<file path="src/hdl/assert_macros.svh">
// assertion macros shared by the elevator dispatcher rtl
`ifndef ASSERT_MACROS_SVH
`define ASSERT_MACROS_SVH

// same-cycle implication, disabled while reset is low
`define EGD_ASSERT_IMPL(lbl, clk, rst_n, ante, cons) \
    lbl: assert property (@(posedge clk) disable iff (!rst_n) (ante) |-> (cons)) \
        else $error("same-cycle check failed");

// next-cycle implication, disabled while reset is low
`define EGD_ASSERT_NEXT(lbl, clk, rst_n, ante, cons) \
    lbl: assert property (@(posedge clk) disable iff (!rst_n) (ante) |=> (cons)) \
        else $error("next-cycle check failed");

`endif

</file>
<file path="src/hdl/egd_pkg.sv">
// package with types and constants of the elevator group dispatcher
package egd_pkg;

    localparam int CARS_DEF        = 3;
    localparam int QUEUE_DEPTH_DEF = 16;
    localparam int FLOORS_DEF      = 16;

    localparam logic [3:0] TRIP_LIMIT_RST = 4'd5;
    localparam logic [3:0] FLOOR_RST      = 4'd1;
    localparam logic [3:0] TRIPS_MAX      = 4'd15;

    localparam logic signed [1:0] DIR_UP   = 2'sb01;
    localparam logic signed [1:0] DIR_DOWN = 2'sb11;
    localparam logic signed [1:0] DIR_STOP = 2'sb00;

    typedef enum logic [1:0] {
        CMD_TICK   = 2'd0,
        CMD_CALL   = 2'd1,
        CMD_PAUSE  = 2'd2,
        CMD_REPAIR = 2'd3
    } t_cmd;

    typedef enum logic [2:0] {
        S_IDLE,
        S_LOAD,
        S_CAR,
        S_CMD,
        S_REPORT
    } t_state;

    // controller to datapath
    typedef struct packed {
        logic       capture;
        logic       step_car;
        logic       apply_cmd;
        logic [2:0] car_sel;
        logic       last;
    } t_dp_ctrl;

    // datapath to controller
    typedef struct packed {
        logic paused;
    } t_dp_stat;

    typedef struct packed {
        logic [2:0]        car_index;
        logic [3:0]        car_floor;
        logic              car_busy;
        logic              car_loaded;
        logic signed [1:0] car_direction;
        logic              car_faulty;
        logic [3:0]        car_trips;
        logic              last_car;
        logic [4:0]        queue_level;
        logic              call_dropped;
        logic              paused;
    } t_report;

endpackage

</file>
<file path="src/hdl/egd_ifs.sv">
// valid/ready channel interfaces for dispatcher items and car reports
interface egd_item_if;
    logic       valid;
    logic       ready;
    logic [1:0] command;
    logic [3:0] call_start;
    logic [3:0] call_target;

    modport source (output valid, output command, output call_start, output call_target,
                    input ready);
    modport sink (input valid, input command, input call_start, input call_target,
                  output ready);
endinterface

interface egd_report_if;
    logic              valid;
    logic              ready;
    logic [2:0]        car_index;
    logic [3:0]        car_floor;
    logic              car_busy;
    logic              car_loaded;
    logic signed [1:0] car_direction;
    logic              car_faulty;
    logic [3:0]        car_trips;
    logic              last_car;
    logic [4:0]        queue_level;
    logic              call_dropped;
    logic              paused;

    modport source (output valid, output car_index, output car_floor, output car_busy,
                    output car_loaded, output car_direction, output car_faulty,
                    output car_trips, output last_car, output queue_level,
                    output call_dropped, output paused, input ready);
    modport sink (input valid, input car_index, input car_floor, input car_busy,
                  input car_loaded, input car_direction, input car_faulty,
                  input car_trips, input last_car, input queue_level,
                  input call_dropped, input paused, output ready);
endinterface

</file>
<file path="src/hdl/egd_controller.sv">
// sequencing state machine of the elevator dispatcher
module egd_controller #(
    parameter int CARS = egd_pkg::CARS_DEF
) (
    input  logic              i_clk,
    input  logic              i_rst_n,
    input  logic              i_in_valid,
    output logic              o_in_ready,
    output logic              o_out_valid,
    input  logic              i_out_ready,
    input  egd_pkg::t_dp_stat i_stat,
    output egd_pkg::t_dp_ctrl o_ctrl
);
    import egd_pkg::*;

    localparam int CAR_W = (CARS > 1) ? $clog2(CARS) : 1;
    localparam logic [CAR_W-1:0] LAST_CAR = CAR_W'(CARS - 1);

    t_state           r_state, n_state;
    logic [CAR_W-1:0] r_car, n_car;
    logic [CAR_W+2:0] w_car_ext;
    logic             w_last;

    assign w_car_ext = {3'b000, r_car};
    assign w_last    = (r_car == LAST_CAR);

    always_ff @(posedge i_clk) begin
        if (!i_rst_n) begin
            r_state <= S_IDLE;
            r_car   <= '0;
        end else begin
            r_state <= n_state;
            r_car   <= n_car;
        end
    end

    always_comb begin
        n_state          = r_state;
        n_car            = r_car;
        o_in_ready       = 1'b0;
        o_out_valid      = 1'b0;
        o_ctrl.capture   = 1'b0;
        o_ctrl.step_car  = 1'b0;
        o_ctrl.apply_cmd = 1'b0;
        o_ctrl.car_sel   = w_car_ext[2:0];
        o_ctrl.last      = w_last;
        case (r_state)
            S_IDLE: begin
                o_in_ready = 1'b1;
                if (i_in_valid) begin
                    o_ctrl.capture = 1'b1;
                    n_car          = '0;
                    n_state        = i_stat.paused ? S_CMD : S_LOAD;
                end
            end
            S_LOAD: begin
                // queue head read settles
                n_state = S_CAR;
            end
            S_CAR: begin
                o_ctrl.step_car = 1'b1;
                if (w_last) begin
                    n_state = S_CMD;
                end else begin
                    n_car   = r_car + 1'b1;
                    n_state = S_LOAD;
                end
            end
            S_CMD: begin
                o_ctrl.apply_cmd = 1'b1;
                n_car            = '0;
                n_state          = S_REPORT;
            end
            S_REPORT: begin
                o_out_valid = 1'b1;
                if (i_out_ready) begin
                    if (w_last) begin
                        n_state = S_IDLE;
                    end else begin
                        n_car = r_car + 1'b1;
                    end
                end
            end
            default: begin
                n_state = S_IDLE;
            end
        endcase
    end

endmodule

</file>
<file path="src/hdl/egd_datapath.sv">
// car state, call queue memory and per-car update unit of the dispatcher
module egd_datapath #(
    parameter int CARS        = egd_pkg::CARS_DEF,
    parameter int QUEUE_DEPTH = egd_pkg::QUEUE_DEPTH_DEF,
    parameter int FLOORS      = egd_pkg::FLOORS_DEF
) (
    input  logic              i_clk,
    input  logic              i_rst_n,
    input  logic              i_cfg_we,
    input  logic [3:0]        i_cfg_data,
    input  logic [1:0]        i_command,
    input  logic [3:0]        i_call_start,
    input  logic [3:0]        i_call_target,
    input  egd_pkg::t_dp_ctrl i_ctrl,
    output egd_pkg::t_dp_stat o_stat,
    output egd_pkg::t_report  o_report
);
    import egd_pkg::*;

    localparam int CAR_W = (CARS > 1) ? $clog2(CARS) : 1;
    localparam int QW    = $clog2(QUEUE_DEPTH);
    localparam int CW    = $clog2(QUEUE_DEPTH + 1);
    localparam logic [QW-1:0] LAST_SLOT = QW'(QUEUE_DEPTH - 1);
    localparam logic [CW-1:0] FULL      = CW'(QUEUE_DEPTH);
    localparam logic [3:0]    TOP_FLOOR = 4'(FLOORS - 1);

    function automatic logic signed [1:0] dir_of(input logic [3:0] a, input logic [3:0] b);
        logic signed [1:0] d;
        if (a < b) begin
            d = DIR_UP;
        end else if (a > b) begin
            d = DIR_DOWN;
        end else begin
            d = DIR_STOP;
        end
        return d;
    endfunction

    function automatic logic [3:0] clamp_floor(input logic [3:0] f);
        return (f > TOP_FLOOR) ? TOP_FLOOR : f;
    endfunction

    logic [3:0]        r_trip_limit;
    logic [3:0]        r_floor   [CARS];
    logic              r_busy    [CARS];
    logic              r_loaded  [CARS];
    logic signed [1:0] r_dir     [CARS];
    logic [3:0]        r_trips   [CARS];
    logic              r_fault   [CARS];
    logic [3:0]        r_pickup  [CARS];
    logic [3:0]        r_dest    [CARS];

    logic [7:0]        r_mem [QUEUE_DEPTH];
    logic [7:0]        r_rd;
    logic [QW-1:0]     r_head, r_tail;
    logic [CW-1:0]     r_count;
    logic              r_pause;
    logic              r_dropped;

    t_cmd              r_cmd;
    logic [3:0]        r_start, r_target;

    logic [CAR_W-1:0]  w_sel;
    logic              w_assign, w_full, w_push;
    logic [QW-1:0]     n_head, n_tail;
    logic [3:0]        n_floor, n_trips, n_pickup, n_dest;
    logic              n_busy, n_loaded, n_fault;
    logic signed [1:0] n_dir;
    logic [CW+4:0]     w_level_ext;

    assign w_sel  = i_ctrl.car_sel[CAR_W-1:0];
    assign w_full = (r_count == FULL);
    assign w_push = i_ctrl.apply_cmd && !r_pause && (r_cmd == CMD_CALL) && !w_full;
    assign n_head = (r_head == LAST_SLOT) ? '0 : r_head + 1'b1;
    assign n_tail = (r_tail == LAST_SLOT) ? '0 : r_tail + 1'b1;

    // assignment from the queue head, then one move for the selected car
    always_comb begin
        w_assign = (r_count != '0) && !r_busy[w_sel] && !r_fault[w_sel];
        n_pickup = w_assign ? r_rd[7:4] : r_pickup[w_sel];
        n_dest   = w_assign ? r_rd[3:0] : r_dest[w_sel];
        n_loaded = w_assign ? 1'b0 : r_loaded[w_sel];
        n_busy   = r_busy[w_sel] | w_assign;
        n_floor  = r_floor[w_sel];
        n_dir    = r_dir[w_sel];
        n_trips  = r_trips[w_sel];
        n_fault  = r_fault[w_sel];
        if (n_busy) begin
            if (n_loaded) begin
                n_dir   = dir_of(n_pickup, n_dest);
                n_floor = r_floor[w_sel] + {{2{n_dir[1]}}, n_dir};
                if (n_floor == n_dest) begin
                    n_busy   = 1'b0;
                    n_loaded = 1'b0;
                    if (r_trips[w_sel] != TRIPS_MAX) begin
                        n_trips = r_trips[w_sel] + 1'b1;
                    end
                    if (n_trips == r_trip_limit) begin
                        n_fault = 1'b1;
                    end
                end
            end else begin
                n_dir   = dir_of(r_floor[w_sel], n_pickup);
                n_floor = r_floor[w_sel] + {{2{n_dir[1]}}, n_dir};
                if (n_floor == n_pickup) begin
                    n_loaded = 1'b1;
                end
            end
        end
    end

    always_ff @(posedge i_clk) begin
        if (!i_rst_n) begin
            r_trip_limit <= TRIP_LIMIT_RST;
        end else if (i_cfg_we) begin
            r_trip_limit <= i_cfg_data;
        end
    end

    always_ff @(posedge i_clk) begin
        if (!i_rst_n) begin
            for (int c = 0; c < CARS; c++) begin
                r_floor[c]  <= FLOOR_RST;
                r_busy[c]   <= 1'b0;
                r_loaded[c] <= 1'b0;
                r_dir[c]    <= DIR_STOP;
                r_trips[c]  <= '0;
                r_fault[c]  <= 1'b0;
            end
        end else if (i_ctrl.step_car) begin
            r_floor[w_sel]  <= n_floor;
            r_busy[w_sel]   <= n_busy;
            r_loaded[w_sel] <= n_loaded;
            r_dir[w_sel]    <= n_dir;
            r_trips[w_sel]  <= n_trips;
            r_fault[w_sel]  <= n_fault;
        end else if (i_ctrl.apply_cmd && !r_pause && (r_cmd == CMD_REPAIR)) begin
            for (int c = 0; c < CARS; c++) begin
                r_trips[c] <= '0;
                r_fault[c] <= 1'b0;
            end
        end
    end

    always_ff @(posedge i_clk) begin
        if (i_ctrl.step_car) begin
            r_pickup[w_sel] <= n_pickup;
            r_dest[w_sel]   <= n_dest;
        end
    end

    always_ff @(posedge i_clk) begin
        if (i_ctrl.capture) begin
            r_cmd    <= t_cmd'(i_command);
            r_start  <= i_call_start;
            r_target <= i_call_target;
        end
    end

    // call queue memory, registered read at the head
    always_ff @(posedge i_clk) begin
        if (w_push) begin
            r_mem[r_tail] <= {clamp_floor(r_start), clamp_floor(r_target)};
        end
        r_rd <= r_mem[r_head];
    end

    always_ff @(posedge i_clk) begin
        if (!i_rst_n) begin
            r_head    <= '0;
            r_tail    <= '0;
            r_count   <= '0;
            r_pause   <= 1'b0;
            r_dropped <= 1'b0;
        end else if (i_ctrl.step_car) begin
            if (w_assign) begin
                r_head  <= n_head;
                r_count <= r_count - 1'b1;
            end
        end else if (i_ctrl.apply_cmd) begin
            if (r_pause) begin
                r_dropped <= 1'b0;
                if (r_cmd == CMD_PAUSE) begin
                    r_pause <= 1'b0;
                end
            end else begin
                r_dropped <= (r_cmd == CMD_CALL) && w_full;
                case (r_cmd)
                    CMD_CALL: begin
                        if (!w_full) begin
                            r_tail  <= n_tail;
                            r_count <= r_count + 1'b1;
                        end
                    end
                    CMD_PAUSE: begin
                        r_pause <= 1'b1;
                    end
                    default: begin
                    end
                endcase
            end
        end
    end

    assign w_level_ext = {5'b00000, r_count};

    assign o_stat.paused          = r_pause;
    assign o_report.car_index     = i_ctrl.car_sel;
    assign o_report.car_floor     = r_floor[w_sel];
    assign o_report.car_busy      = r_busy[w_sel];
    assign o_report.car_loaded    = r_loaded[w_sel];
    assign o_report.car_direction = r_dir[w_sel];
    assign o_report.car_faulty    = r_fault[w_sel];
    assign o_report.car_trips     = r_trips[w_sel];
    assign o_report.last_car      = i_ctrl.last;
    assign o_report.queue_level   = w_level_ext[4:0];
    assign o_report.call_dropped  = r_dropped;
    assign o_report.paused        = r_pause;

endmodule

</file>
<file path="src/hdl/elevator_group_dispatcher.sv">
// top level of the elevator group dispatcher: controller, datapath and channel glue
// Each input item is one tick of a group of CARS elevator cars that share a FIFO of
// up to QUEUE_DEPTH hall calls, and each item returns CARS status items, car 0 first,
// the final one flagged by last_car. An item has a load and a car step per car, then
// the command and the reports; while paused only the command and the reports. The
// single per-car update unit needs a load state before each car state because the
// queue memory's read port is registered and the head entry has to settle again
// after a car took a call. Input ready is high only between items, and reports come
// straight from the car registers, so the next item is taken the cycle after the
// last report is accepted. trip_limit must be written with i_cfg_we and i_cfg_data
// only while no item is in progress; the block does not enforce this. Its reset
// value is 5. The call queue is a memory without a clearing pass: entries are only
// read after they were written, tracked by head, tail and count.
module elevator_group_dispatcher #(
    parameter int CARS        = egd_pkg::CARS_DEF,
    parameter int QUEUE_DEPTH = egd_pkg::QUEUE_DEPTH_DEF,
    parameter int FLOORS      = egd_pkg::FLOORS_DEF
) (
    input  logic         i_clk,
    input  logic         i_rst_n,
    input  logic         i_cfg_we,
    input  logic [3:0]   i_cfg_data,
    egd_item_if.sink     i_item,
    egd_report_if.source o_report
);
    import egd_pkg::*;

    `include "assert_macros.svh"

    t_dp_ctrl w_ctrl;
    t_dp_stat w_stat;
    t_report  w_report;

    // sequencer: accept, per-car load and step, command, reports
    egd_controller #(
        .CARS (CARS)
    ) u_ctrl (
        .i_clk       (i_clk),
        .i_rst_n     (i_rst_n),
        .i_in_valid  (i_item.valid),
        .o_in_ready  (i_item.ready),
        .o_out_valid (o_report.valid),
        .i_out_ready (o_report.ready),
        .i_stat      (w_stat),
        .o_ctrl      (w_ctrl)
    );

    // car registers, call queue and the shared car update
    egd_datapath #(
        .CARS        (CARS),
        .QUEUE_DEPTH (QUEUE_DEPTH),
        .FLOORS      (FLOORS)
    ) u_dp (
        .i_clk         (i_clk),
        .i_rst_n       (i_rst_n),
        .i_cfg_we      (i_cfg_we),
        .i_cfg_data    (i_cfg_data),
        .i_command     (i_item.command),
        .i_call_start  (i_item.call_start),
        .i_call_target (i_item.call_target),
        .i_ctrl        (w_ctrl),
        .o_stat        (w_stat),
        .o_report      (w_report)
    );

    // report fields onto the output channel
    assign o_report.car_index     = w_report.car_index;
    assign o_report.car_floor     = w_report.car_floor;
    assign o_report.car_busy      = w_report.car_busy;
    assign o_report.car_loaded    = w_report.car_loaded;
    assign o_report.car_direction = w_report.car_direction;
    assign o_report.car_faulty    = w_report.car_faulty;
    assign o_report.car_trips     = w_report.car_trips;
    assign o_report.last_car      = w_report.last_car;
    assign o_report.queue_level   = w_report.queue_level;
    assign o_report.call_dropped  = w_report.call_dropped;
    assign o_report.paused        = w_report.paused;

    // no new item while reports of the previous one are pending
    `EGD_ASSERT_IMPL(a_ready_vs_report, i_clk, i_rst_n, i_item.ready, !o_report.valid)
    // an accepted item starts work and closes the input
    `EGD_ASSERT_NEXT(a_accept_busy, i_clk, i_rst_n, i_item.valid && i_item.ready, !i_item.ready)
    // handing over the final car report reopens the input
    `EGD_ASSERT_NEXT(a_last_reopens, i_clk, i_rst_n, o_report.valid && o_report.ready && o_report.last_car, i_item.ready)

endmodule

</file>
<file path="src/flat_wrapper.sv">
// flat-port wrapper written by rule: the top's interface ports become plain ports
module elevator_group_dispatcher_flat import egd_pkg::*;
#(
    parameter int CARS        = egd_pkg::CARS_DEF,
    parameter int QUEUE_DEPTH = egd_pkg::QUEUE_DEPTH_DEF,
    parameter int FLOORS      = egd_pkg::FLOORS_DEF
)
  (i_clk, i_rst_n, i_cfg_we, i_cfg_data, i_item_valid, i_item_command, i_item_call_start, i_item_call_target, i_item_ready, o_report_valid, o_report_car_index, o_report_car_floor, o_report_car_busy, o_report_car_loaded, o_report_car_direction, o_report_car_faulty, o_report_car_trips, o_report_last_car, o_report_queue_level, o_report_call_dropped, o_report_paused, o_report_ready);
  egd_item_if i_item_i ();
  egd_report_if o_report_i ();
  input  logic i_clk;
  input  logic i_rst_n;
  input  logic i_cfg_we;
  input  logic [3:0] i_cfg_data;
  input wire logic [$bits(i_item_i.valid)-1:0] i_item_valid;
  input wire logic [$bits(i_item_i.command)-1:0] i_item_command;
  input wire logic [$bits(i_item_i.call_start)-1:0] i_item_call_start;
  input wire logic [$bits(i_item_i.call_target)-1:0] i_item_call_target;
  output wire logic [$bits(i_item_i.ready)-1:0] i_item_ready;
  output wire logic [$bits(o_report_i.valid)-1:0] o_report_valid;
  output wire logic [$bits(o_report_i.car_index)-1:0] o_report_car_index;
  output wire logic [$bits(o_report_i.car_floor)-1:0] o_report_car_floor;
  output wire logic [$bits(o_report_i.car_busy)-1:0] o_report_car_busy;
  output wire logic [$bits(o_report_i.car_loaded)-1:0] o_report_car_loaded;
  output wire logic [$bits(o_report_i.car_direction)-1:0] o_report_car_direction;
  output wire logic [$bits(o_report_i.car_faulty)-1:0] o_report_car_faulty;
  output wire logic [$bits(o_report_i.car_trips)-1:0] o_report_car_trips;
  output wire logic [$bits(o_report_i.last_car)-1:0] o_report_last_car;
  output wire logic [$bits(o_report_i.queue_level)-1:0] o_report_queue_level;
  output wire logic [$bits(o_report_i.call_dropped)-1:0] o_report_call_dropped;
  output wire logic [$bits(o_report_i.paused)-1:0] o_report_paused;
  input wire logic [$bits(o_report_i.ready)-1:0] o_report_ready;
  assign i_item_i.valid = i_item_valid;
  assign i_item_i.command = i_item_command;
  assign i_item_i.call_start = i_item_call_start;
  assign i_item_i.call_target = i_item_call_target;
  assign i_item_ready = i_item_i.ready;
  assign o_report_valid = o_report_i.valid;
  assign o_report_car_index = o_report_i.car_index;
  assign o_report_car_floor = o_report_i.car_floor;
  assign o_report_car_busy = o_report_i.car_busy;
  assign o_report_car_loaded = o_report_i.car_loaded;
  assign o_report_car_direction = o_report_i.car_direction;
  assign o_report_car_faulty = o_report_i.car_faulty;
  assign o_report_car_trips = o_report_i.car_trips;
  assign o_report_last_car = o_report_i.last_car;
  assign o_report_queue_level = o_report_i.queue_level;
  assign o_report_call_dropped = o_report_i.call_dropped;
  assign o_report_paused = o_report_i.paused;
  assign o_report_i.ready = o_report_ready;
  elevator_group_dispatcher #(.CARS(CARS), .QUEUE_DEPTH(QUEUE_DEPTH), .FLOORS(FLOORS)) u_core (.i_clk(i_clk), .i_rst_n(i_rst_n), .i_cfg_we(i_cfg_we), .i_cfg_data(i_cfg_data), .i_item(i_item_i), .o_report(o_report_i));
endmodule
</file>
<file path="config.mk">
export PLATFORM = sky130hd
export DESIGN_NAME = elevator_group_dispatcher_flat
export DESIGN_NICKNAME = d
export VERILOG_FILES = /design/src/hdl/egd_pkg.sv /design/src/hdl/egd_ifs.sv /design/src/hdl/egd_controller.sv /design/src/hdl/egd_datapath.sv /design/src/hdl/elevator_group_dispatcher.sv /design/src/flat_wrapper.sv
export VERILOG_INCLUDE_DIRS = /design/src /design/src/hdl
export SDC_FILE = /design/constraint.sdc
export NUM_CORES = 1
export LEC_CHECK = 0
export BUFFER_PORTS_ARGS = -buffer_cell sky130_fd_sc_hd__buf_4
export CORE_MARGIN = 5
export CORE_UTILIZATION = 30
export DETAILED_ROUTE_END_ITERATION = 7
export PLACE_DENSITY_LB_ADDON = 0.12
export SYNTH_ARGS = -nofsm -noshare
export SYNTH_HDL_FRONTEND = slang
export SYNTH_SLANG_ARGS = --single-unit
</file>
<file path="constraint.sdc">
create_clock -name i_clk -period 6.35 [get_ports i_clk]
set_input_delay 0.3175 -clock i_clk [delete_from_list [all_inputs] [get_ports i_clk]]
set_output_delay 0.3175 -clock i_clk [all_outputs]
set_load 0.05 [all_outputs]
</file>
==> metrics.md, run 1 <==
| Metric | Value |
|---|---|
| FFs w/ async S/R, synth | `0%` |
| Post-Synth Simple-Gate Area | `between 7 and 8%` |
| Core Area | `around 37000 µm²` |
| Hold_sp | `i_cfg_data[3]` |
| Count leader, synth | `edfxtp_1` |
| Register area share after synthesis | `63.1%` |
| CP endpoint kind | `flop` |
| Post-synth EDFFs | `between 200 and 250` |
| Top cell type's share of synthesized area | `a little under three fifths` |
| Main combinational cell family by area after synthesis | `multiplexers` |
| CP max FO | `7` |
| Initial DRC Count | `between 200 and 300` |
| Static leakage | `approximately 4.5 nW` |
| Vias in the first global route | `just under 7000` |
| Post-synth top area cell | `edfxtp_1` |
| Final Hold Fails | `0` |
| Via count | `~6300` |
| Period utilization | `92.3%` |
| Initial antenna violation count | `0` |
| CTS H-tree lvls | `1` |
| Setup Skew | `between 0.015 and 0.02 ns` |
| Fin. max-slew vios | `0` |
| Peak supply drop | `around 0.19 mV` |
| Reg clk slew, reported paths | `0.06 ns` |
| Commonest cells post-synth | `edfxtp_1 (208), mux4_2 (53), nand2_1 (53), nor2_1 (41), dfxtp_1 (40)` |
| Global-route wire length before repair | `approximately 41 mm` |
| Fmax | `171 MHz` |
| Number of port buffers | `43` |
| Hold-critical path endpoint | `u_core.u_dp.r_trip_limit[3]$_SDFFE_PN0P_` |
| Post-cts resize count | `0` |
| Total nets after synthesis | `between 700 and 800` |
| Vias per inst | `between 4 and 5` |
| Capture point of the worst reg-to-reg path | `u_core.u_dp.r_trips[3][1]$_DFFE_PP_` |
| Synth Instances | `~750` |
| Cell Rows | `70` |
| Final core occ | `35.6%` |
| Final wirelength | `~26 mm` |
| FF+latch area | `roughly 7000 µm²` |
| Die height | `~200 µm` |
| Min-delay worst type | `in -> reg` |
| GPL Wtd Cong | `0.792` |
| Drt pass-1 iters | `4` |
| Synth Register Bits | `~250` |
| Crit path DAT | `between 6 and 7 ns` |
| Crit Path Class | `reg -> reg` |
| Worst slew pin tran | `0.966 ns` |
| Clock root buffer | `clkbuf_16` |
| Mapped cell area | `between 10000 and 15000 µm²` |
| IO Count | `45` |
| Distinct cells, synth | `64` |
| Wire per inst | `between 15 and 20 µm` |
| Antenna viol nets, final | `0` |
| Area of the multi-input gates | `approximately 3800 µm²` |
| CTS tree | `yes` |
| Starting Density | `30.4%` |
| Slew margin rel. | `around 35%` |
| DRC | `0` |
| Die area | `about 41000 µm²` |
| Post-synthesis adder-cell area fraction | `roughly 3.3%` |
| Area Growth Syn to Fin | `17.0%` |
| Post-route minimum period | `approximately 6 ns` |
| Dpl hpwl | `between 15 and 20 mm` |
| GRT Total Usage | `about an eighth` |
| Layout cell share with drive strength beyond 1 | `roughly a fifth` |
| Total gr overflow | `0` |
| Die width | `approximately 200 µm` |
| Hold depth | `3` |
| Fillcell total | `around 3500` |
| Post-synthesis xor/xnor area fraction | `under 10%` |
| Post-synthesis compound-gate area fraction | `5.78%` |
| RSZ-0062 raised after global routing | `no` |
| Status | `complete, no violations` |
| Power per Cell Area | `279 nW/µm²` |
| Maxcap violations | `0` |
| FF-to-FF path depth | `19` |
| Power Total | `3.65 mW` |
| Max Root-Sink Buffers | `3` |
| Largest net degree at the start of global routing | `38` |
| Req. time, crit path | `about 6.6 ns` |
| CP Launch Type | `flop` |
| Total CTS buffers | `29` |
| Top post-synthesis cells by area | `edfxtp_1 (56%), mux4_2 (11%), dfxtp_1 (7.2%)` |
| Later-pin clock latency in the skew report | `between 0.5 and 0.6 ns` |
| Final #Nets | `861` |
| Clk sink count | `248` |
| Ys flop type | `edfxtp_1` |
| Synth warn | `0` |
| R2r setup slk | `roughly 0.5 ns` |
| TNS Setup | `0 ns` |
| Mux contribution to synthesized area | `roughly 15%` |
| Avg Inst Size Synth | `roughly 15 µm²` |
| N_diodes | `0` |
| Final setup viols | `0` |
## state kept, by name, summed over array words and instances (netlist names), 5 cells and up, named ones only
signal	count
u_core.u_dp.r_trips	16
u_core.u_dp.r_mem	128
u_core.u_dp.r_floor	16
u_core.u_dp.r_dir	8
u_core.u_dp.r_pickup	12
u_core.u_dp.r_rd	8
u_core.u_dp.r_dest	12
u_core.u_dp.r_count	5
## area by class of cell
| type | instances | area share (%) |
|---|---|---|
| Clock buffer | 45 | 6.17 |
| Clock inverter | 8 | 0.700 |
| Inverter | 37 | 1.06 |
| Multi-Input combinational cell | 432 | 29.5 |
| Sequential cell | 248 | 54.0 |
| Tap cell | 468 | 4.48 |
| Timing Repair Buffer | 68 | 4.14 |
## per-stage QoR
stage | instance area, µm² | setup slack, ns | instances | hold WS (ns)
2_1_floorplan | 11200 | 0.251 | 751 | 0.416
3_3_place_gp | 12000 | 0.696 | 1241 | 0.449
3_5_place_dp | 12000 | 0.503 | 1241 | 0.460
4_1_cts | 13100 | 0.474 | 1306 | 0.0279
5_1_grt | 13100 | 0.202 | 1306 | 0.0551
6_report | 13100 | 0.491 | 1306 | 0.0562
## timing repair
action                     in CTS  in global routing
buffers inserted                0                  0
hold endpoints to repair       12                  0
hold buffers                   12                  0
setup endpoints to repair       0                  0
## kinds of logic after synthesis
family | after synthesis
compound gates | 96
xor+xnor | 34
fa+ha+maj | 28
buf+inv | 71
flops | 248
mux | 95
other cells | 1
simple gates | 178
## where the power goes
group	switching (mW)	leakage, nW	internal, mW	total (mW)
Sequential	0.0240	2.24	1.79	1.82
Clock	0.624	0.434	0.947	1.57
Combinational	0.159	1.78	0.102	0.261
Total	0.807	4.46	2.84	3.65
## worst max path at each step
stage | to | start | cells after the start | slack, ns
finish | u_core.u_dp.r_trips[3][1]$_DFFE_PP_ | flop | 19 | 0.49
global route | u_core.u_dp.r_trips[3][2]$_DFFE_PP_ | flop | 20 | 0.20
CTS | u_core.u_dp.r_trips[3][1]$_DFFE_PP_ | flop | 19 | 0.47
detailed placement | u_core.u_dp.r_trips[3][1]$_DFFE_PP_ | flop | 19 | 0.50
global placement | u_core.u_dp.r_trips[3][1]$_DFFE_PP_ | flop | 18 | 0.70
floorplan | u_core.u_dp.r_trips[3][1]$_DFFE_PP_ | flop | 20 | 0.25
## layout by cell type (no fill, tap or decap), drive strengths merged, types with 13 or more instances in the layout
cell    instances
xor2           15
dfxtp          40
xnor2          19
a21oi          25
o21ai          21
inv            35
nor2           41
edfxtp        208
nand2          53
ha             23
mux4           53
nor3           14
clkbuf         45
mux2i          30
buf            56
nand2b         13
## worst max-delay path, cell delays in order (launching register included)
cell and delay (ns):
dfxtp_1 0.56, mux4_2 0.44, a211oi_4 0.31, nor2_1 0.08
a21oi_1 0.19, inv_1 0.12, ha_1 0.29, a21boi_0 0.22
o221ai_1 0.16, a21oi_1 0.21, a31oi_1 0.11, o211ai_1 0.21
nor2_1 0.17, fa_1 0.53, xnor2_1 0.15, or4_1 0.55
nand2b_4 0.19, or4_4 0.56, a21o_1 0.24, mux2_4 0.30
## routing by layer
metal  wire, µm  global-route usage, %  vias to the layer above
li1           -                      -                     2982
met1      11600                   16.6                     3232
met2      13100                   22.4                      106
met3        936                   2.06                       27
met4        373                   2.38                        0
met5          0                      0                        -
(Power assumes the default switching activity.)
==> run 2, diff against run 1 <==
- clock period: 6.35 -> 5.5 ns (I/O delays scaled with it)
==> run 2 against run 1 <==
Compared with the run above: flip-flop and latch count unchanged; core utilization rose by 0.96 points; sequential share of layout area is 1.4 points lower; final area grew 2.7%; count of clock-buffer cells in the layout fell by 13; combinational power rose by 30%.
==> metrics.md, run 2 (same netlist as run 1, synthesis figures left out) <==
| Metric | Value |
|---|---|
| Period utilization | `a little over nine tenths` |
| RSZ-0062 raised after global routing | `yes` |
| Comb pwr share | `8.0%` |
| Die height | `203 µm` |
| Largest registers | `u_core.u_dp.r_mem x128, u_core.u_dp.r_floor x16, u_core.u_dp.r_trips x16` |
| Sw frac | `22.9%` |
| Fmax | `roughly 190 MHz` |
| Worst slew pin tran | `between 1 and 1.5 ns` |
| Die area | `41200 µm²` |
| Antenna viol nets, final | `0` |
| GPL Wtd Cong | `about 0.79` |
| Static leakage | `4.62 nW` |
| Req. time, crit path | `between 5 and 6 ns` |
| Initial DRC Count | `roughly 290` |
| Wire per inst | `19.9 µm` |
| Total CTS buffers | `28` |
| Peak supply drop | `about 0.27 mV` |
| Status | `complete, no violations` |
| Via count | `about 6500` |
| CTS H-tree lvls | `1` |
| Leading cell type in the layout, fill and taps excluded | `edfxtp_1` |
| Dpl hpwl | `18.5 mm` |
| Crit path DAT | `roughly 5.7 ns` |
| Final Hold Fails | `0` |
| Global-route wire length before repair | `between 40 and 50 mm` |
| Setup Skew | `0.0466 ns` |
| Largest net degree at the start of global routing | `37` |
| N_diodes | `0` |
| Core Area | `between 30000 and 40000 µm²` |
| Register with the most flip-flops | `u_core.u_dp.r_mem` |
| Slew margin rel. | `29.7%` |
| Fin. max-slew vios | `0` |
| Hold_sp | `i_item_valid` |
| Post-route setup slack | `approximately 0.10 ns` |
| DRC | `0` |
| Die width | `203 µm` |
| Clk sink count | `roughly 250` |
| GRT Total Usage | `roughly 13%` |
| Clock group share of total power | `42.8%` |
| Sequential power share | `49.2%` |
| Max reg flops | `approximately 130` |
| Maxcap violations | `0` |
| IO Count | `45` |
| Drt pass-1 iters | `5` |
| Starting Density | `between 30% and 40%` |
| Cell Rows | `70` |
| Initial antenna violation count | `0` |
| Internal power | `roughly 3.3 mW` |
| Final non-filler cell total | `between 1000 and 1500` |
| Final #Nets | `between 800 and 900` |
| Final wirelength | `26.5 mm` |
| Total gr overflow | `0` |
| Place WS | `-0.0523 ns` |
| CTS tree | `yes` |
| Layout cell share with drive strength beyond 1 | `approximately a quarter` |
| Clock root buffer | `clkbuf_16` |
| Later-pin clock latency in the skew report | `~0.57 ns` |
| Number of port buffers | `between 40 and 50` |
| CP max FO | `7` |
| CP Launch Type | `flop` |
| Area Growth Syn to Fin | `20.1%` |
| Most frequent cells in the layout | `edfxtp_1 (208), buf_4 (74), mux4_2 (53), nand2_1 (53), nor2_1 (39)` |
| Max Root-Sink Buffers | `3` |
| Placed cell count | `around 1300` |
| Power per Cell Area | `between 300 and 400 nW/µm²` |
| CP endpoint kind | `flop` |
| Reg clk slew, reported paths | `0.06 ns` |
| Vias per inst | `4.86` |
| Final setup viols | `0` |
| Min-delay worst type | `in -> reg` |
| Crit Path Class | `reg -> reg` |
| Vias in the first global route | `approximately 6700` |
| Post-route minimum period | `between 5 and 6 ns` |
| Switching pwr | `0.975 mW` |
## run 2: changes by cell type in the layout (fill, tap and decap cells not counted), sizes merged
cell / delta
dlygate4sd3: +5
clkinvlp: +1
buf: +22
clkinv: +10
bufinv: +1
clkbuf: -13
## run 2: path summary, 6_finish.rpt
check	end	slack, ns	depth (start not counted)
hold reg to reg	u_core.u_dp.r_loaded[0]$_DFF_P_	0.47	1
hold / removal	u_core.u_ctrl.r_state[0]$_SDFFE_PN0P_	0.04	3
setup reg to reg	u_core.u_dp.r_trips[3][1]$_DFFE_PP_	0.10	20
setup / recovery	u_core.u_dp.r_trips[3][1]$_DFFE_PP_	0.10	20
## run 2: power groups by stage
stage	logic [mW]	registers, mW	clock network, mW
2_1_floorplan	0.226	2.12	0
3_3_place_gp	0.307	2.13	0
3_5_place_dp	0.314	2.14	0
4_1_cts	0.326	2.10	1.89
5_1_grt	0.372	2.10	1.97
6_report	0.340	2.10	1.83
## run 2: cell type report
class                      instances  area (µm²)
fill                            3464       23300
clock inverter                    20         194
tap                              468         586
inverter                          37         139
sequential                       248        7050
timing repair buffer              95         771
multi-input combinational        432        3950
clock buffer                      32         716
## run 2: critical path, stage by stage (launching register included)
cell      delay [ns]
dfxtp_4         0.37
mux4_2          0.58
a211oi_4        0.31
buf_6           0.15
nor2_4          0.04
a21oi_2         0.14
inv_2           0.08
ha_4            0.19
buf_6           0.11
maj3_2          0.30
nor3b_2         0.17
a31oi_1         0.06
o211ai_1        0.14
nor2_2          0.08
fa_2            0.58
xnor2_2         0.06
or4_4           0.52
nand2b_4        0.16
or4_4           0.55
a21o_1          0.22
mux2_4          0.29
## run 2: routing by layer
layer	wire length (µm)	vias to the layer above	track usage (%)	share of wire [%]
met3	831	38	1.90	3.1
li1	-	3032	-	-
met1	11800	3294	17.0	44
met5	0	-	0	0
met2	13400	105	22.0	50
met4	541	0	3.06	2.0
## run 2: what timing repair did
action,in CTS,in global routing
endpoints found under the setup margin,11,20
resized for setup,1,13
endpoints found under the hold margin,14,0
buffers inserted,0,10
pin swaps,0,18
gates cloned,0,0
hold buffers,17,0
## run 2: metrics by stage
step | instance area (µm²) | hold WS [ns] | power (mW) | TNS, ns | utilization [%]
after global routing | 13400 | 0.0429 | 4.44 | -0.312 | 36.5
final | 13400 | 0.0394 | 4.26 | 0 | 36.5
after CTS | 13300 | 0.000929 | 4.31 | 0 | 36.2
after floorplan | 11200 | 0.374 | 2.35 | -0.392 | -
after detailed placement | 12200 | 0.455 | 2.45 | -0.0523 | 33.2
after global placement | 12200 | 0.451 | 2.44 | 0 | 33.2
==> run 3, diff against run 2 <==
==> constraint.sdc (replaced) <==
create_clock -name i_clk -period 5.5 [get_ports i_clk]
set_input_delay 0.825 -clock i_clk [delete_from_list [all_inputs] [get_ports i_clk]]
set_output_delay 0.825 -clock i_clk [all_outputs]
set_load 0.05 [all_outputs]
==> run 3 against run 2 <==
Compared with the run above: sequential share of layout area increased by 0.67 points; final area down 1.3%; die area is the same; register-to-register slack barely moved; combinational power decreased by 6.2%; final cell count shrank 1.5%; flip-flop and latch count unchanged; maximum frequency is 0.25% higher; core utilization down 0.46 points; worst setup slack improved by 0.014 ns.
==> metrics.md, run 3 (same netlist as run 1, synthesis figures left out) <==
| Metric | Value |
|---|---|
| CTS tree | `yes` |
| Die area | `41200 µm²` |
| Sequential power share | `between 40% and 50%` |
| Final wirelength | `26.1 mm` |
| Worst slew pin tran | `between 1 and 1.5 ns` |
| Maxcap violations | `0` |
| CP Launch Type | `flop` |
| Largest registers | `u_core.u_dp.r_mem x128, u_core.u_dp.r_floor x16, u_core.u_dp.r_trips x16` |
| Initial DRC Count | `374` |
| DRC | `0` |
| Clock group share of total power | `between 40 and 50%` |
| Number of port buffers | `43` |
| Via count | `approximately 6400` |
| Die width | `slightly above 200 µm` |
| Later-pin clock latency in the skew report | `between 0.5 and 0.6 ns` |
| Crit-path slowest cell | `mux4_2` |
| Total CTS buffers | `28` |
| Min-delay worst type | `in -> reg` |
| Fin area | `~13000 µm²` |
| Total gr overflow | `0` |
| CP max FO | `7` |
| Final Hold Fails | `0` |
| Peak supply drop | `around 0.27 mV` |
| Setup Skew | `0.0399 ns` |
| Max Root-Sink Buffers | `3` |
| GRT Total Usage | `12.5%` |
| Reg clk slew, reported paths | `0.07 ns` |
| Fin. max-slew vios | `0` |
| Max stage delay on crit path | `0.56 ns` |
| Critical-path cell list | `mux4_2 -> a211oi_4 -> buf_6 -> nor2_4 -> a21oi_2 -> inv_2 -> ha_4 -> a21boi_2 -> o221ai_2 -> a21oi_2 -> a31oi_1 -> o211ai_1 -> nor2_2 -> fa_2 -> xor2_2 -> xnor2_1 -> or4_4 -> nand2b_4 -> or4_4 -> a21o_1 -> mux2_4` |
| Clk sink count | `about 250` |
| Crit path DAT | `about 5.7 ns` |
| N_diodes | `0` |
| Drt pass-1 iters | `4` |
| Top Family by Delay on Critical Path | `compound AO/OA/AOI/OAI gates` |
| Die height | `around 200 µm` |
| Wire per inst | `between 15 and 20 µm` |
| Fmax | `around 190 MHz` |
| Leading cell type in the layout, fill and taps excluded | `edfxtp_1` |
| Period utilization | `97.9%` |
| Core Area | `between 30000 and 40000 µm²` |
| Req. time, crit path | `5.79 ns` |
| Area Growth Syn to Fin | `18.6%` |
| Starting Density | `roughly 30%` |
| Vias in the first global route | `~6700` |
| Switching pwr | `around 0.98 mW` |
| Max reg flops | `roughly 130` |
| GPL Wtd Cong | `~0.8` |
| RSZ-0062 raised after global routing | `yes` |
| IO Count | `45` |
| Most frequent cells in the layout | `edfxtp_1 (208), buf_4 (74), mux4_2 (53), nand2_1 (53), nor2_1 (39)` |
| CTS H-tree lvls | `1` |
| Antenna viol nets, final | `0` |
| Static leakage | `roughly 4.5 nW` |
| Post-route minimum period | `roughly 5.4 ns` |
| Initial antenna violation count | `0` |
| Clock root buffer | `clkbuf_16` |
| Slew margin rel. | `between 30% and 40%` |
| Hold_buf cts | `0` |
| Final setup viols | `0` |
| Final #Nets | `867` |
| Status | `complete, no violations` |
| DP Area | `approximately 12000 µm²` |
| Largest net degree at the start of global routing | `38` |
| Power Total | `between 4 and 5 mW` |
| WP buf/inv | `2` |
| Dpl hpwl | `around 18 mm` |
| Register with the most flip-flops | `u_core.u_dp.r_mem` |
| Layout cell share with drive strength beyond 1 | `25.6%` |
| Crit Path Class | `reg -> reg` |
| Power per Cell Area | `about 330 nW/µm²` |
| Cell Rows | `70` |
| Sw frac | `a little under a quarter` |
| Comb pwr share | `between 7 and 8%` |
| Global-route wire length before repair | `~40 mm` |
| Internal power | `around 3.3 mW` |
| CP endpoint kind | `flop` |
| Vias per inst | `4.86` |
-- run 3: final cells by class --
type	instances	area, µm²
clock buffer	32	726
timing repair buffer	75	567
sequential	248	7050
multi-input combinational	432	3950
clock inverter	20	226
fill	3463	23500
tap	468	586
inverter	37	139
-- run 3: worst paths after layout --
| check | start | end | slack (ns) | depth (start not counted) |
|---|---|---|---|---|
| min reg2reg | u_core.u_dp.r_loaded[0]$_DFF_P_ | u_core.u_dp.r_loaded[0]$_DFF_P_ | 0.47 | 1 |
| max reg2reg | flop | u_core.u_dp.r_trips[3][1]$_DFFE_PP_ | 0.11 | 21 |
| min | i_item_command[1] | u_core.u_dp.r_cmd[1]$_DFFE_PP_ | 0.44 | 1 |
| max | flop | u_core.u_dp.r_trips[3][1]$_DFFE_PP_ | 0.11 | 21 |
-- run 3: worst reg2reg max path: stages (launching register included) --
cell and delay, ns:
dfxtp_4 0.37, mux4_2 0.56, a211oi_4 0.34, buf_6 0.16
nor2_4 0.03, a21oi_2 0.14, inv_2 0.07, ha_4 0.19
a21boi_2 0.16, o221ai_2 0.13, a21oi_2 0.16, a31oi_1 0.11
o211ai_1 0.14, nor2_2 0.12, fa_2 0.40, xor2_2 0.20
xnor2_1 0.13, or4_4 0.52, nand2b_4 0.16, or4_4 0.52
a21o_1 0.23, mux2_4 0.29
-- run 3: layer usage --
metal  wire, µm  global-route usage, %  vias up
met5          0                      0        -
met4        536                   3.06        0
met3        955                   1.85       38
met2      13000                   21.7      112
met1      11700                   16.5     3245
li1           -                      -     2985
-- run 3: timing repair --
action / CTS / global route
endpoints found under the setup margin: 11 / 13
setup buffers: 0 / 5
resized for setup: 1 / 10
pin swaps: 0 / 11
gates cloned: 0 / 0
-- run 3: per-stage QoR --
stage / util [%] / hold slack, ns / TNS [ns] / instances / setup slack [ns]
global route: 36.1 / 0.406 / -0.0436 / 1312 / -0.0378
finish: 36.1 / 0.435 / 0 / 1312 / 0.114
global placement: 33.3 / 0.450 / 0 / 1255 / 0.0752
floorplan: - / 0.437 / -0.392 / 751 / -0.164
CTS: 35.9 / 0.401 / 0 / 1307 / 0.00559
detailed placement: 33.3 / 0.460 / -0.00837 / 1255 / -0.00837
-- run 3: power groups by stage --
| stage | sequential [mW] | clock, mW | combinational (mW) |
|---|---|---|---|
| 2_1_floorplan | 2.12 | 0 | 0.226 |
| 6_report | 2.10 | 1.89 | 0.319 |
| 3_3_place_gp | 2.13 | 0 | 0.308 |
| 4_1_cts | 2.10 | 1.95 | 0.317 |
| 5_1_grt | 2.10 | 2.03 | 0.348 |
| 3_5_place_dp | 2.14 | 0 | 0.315 |
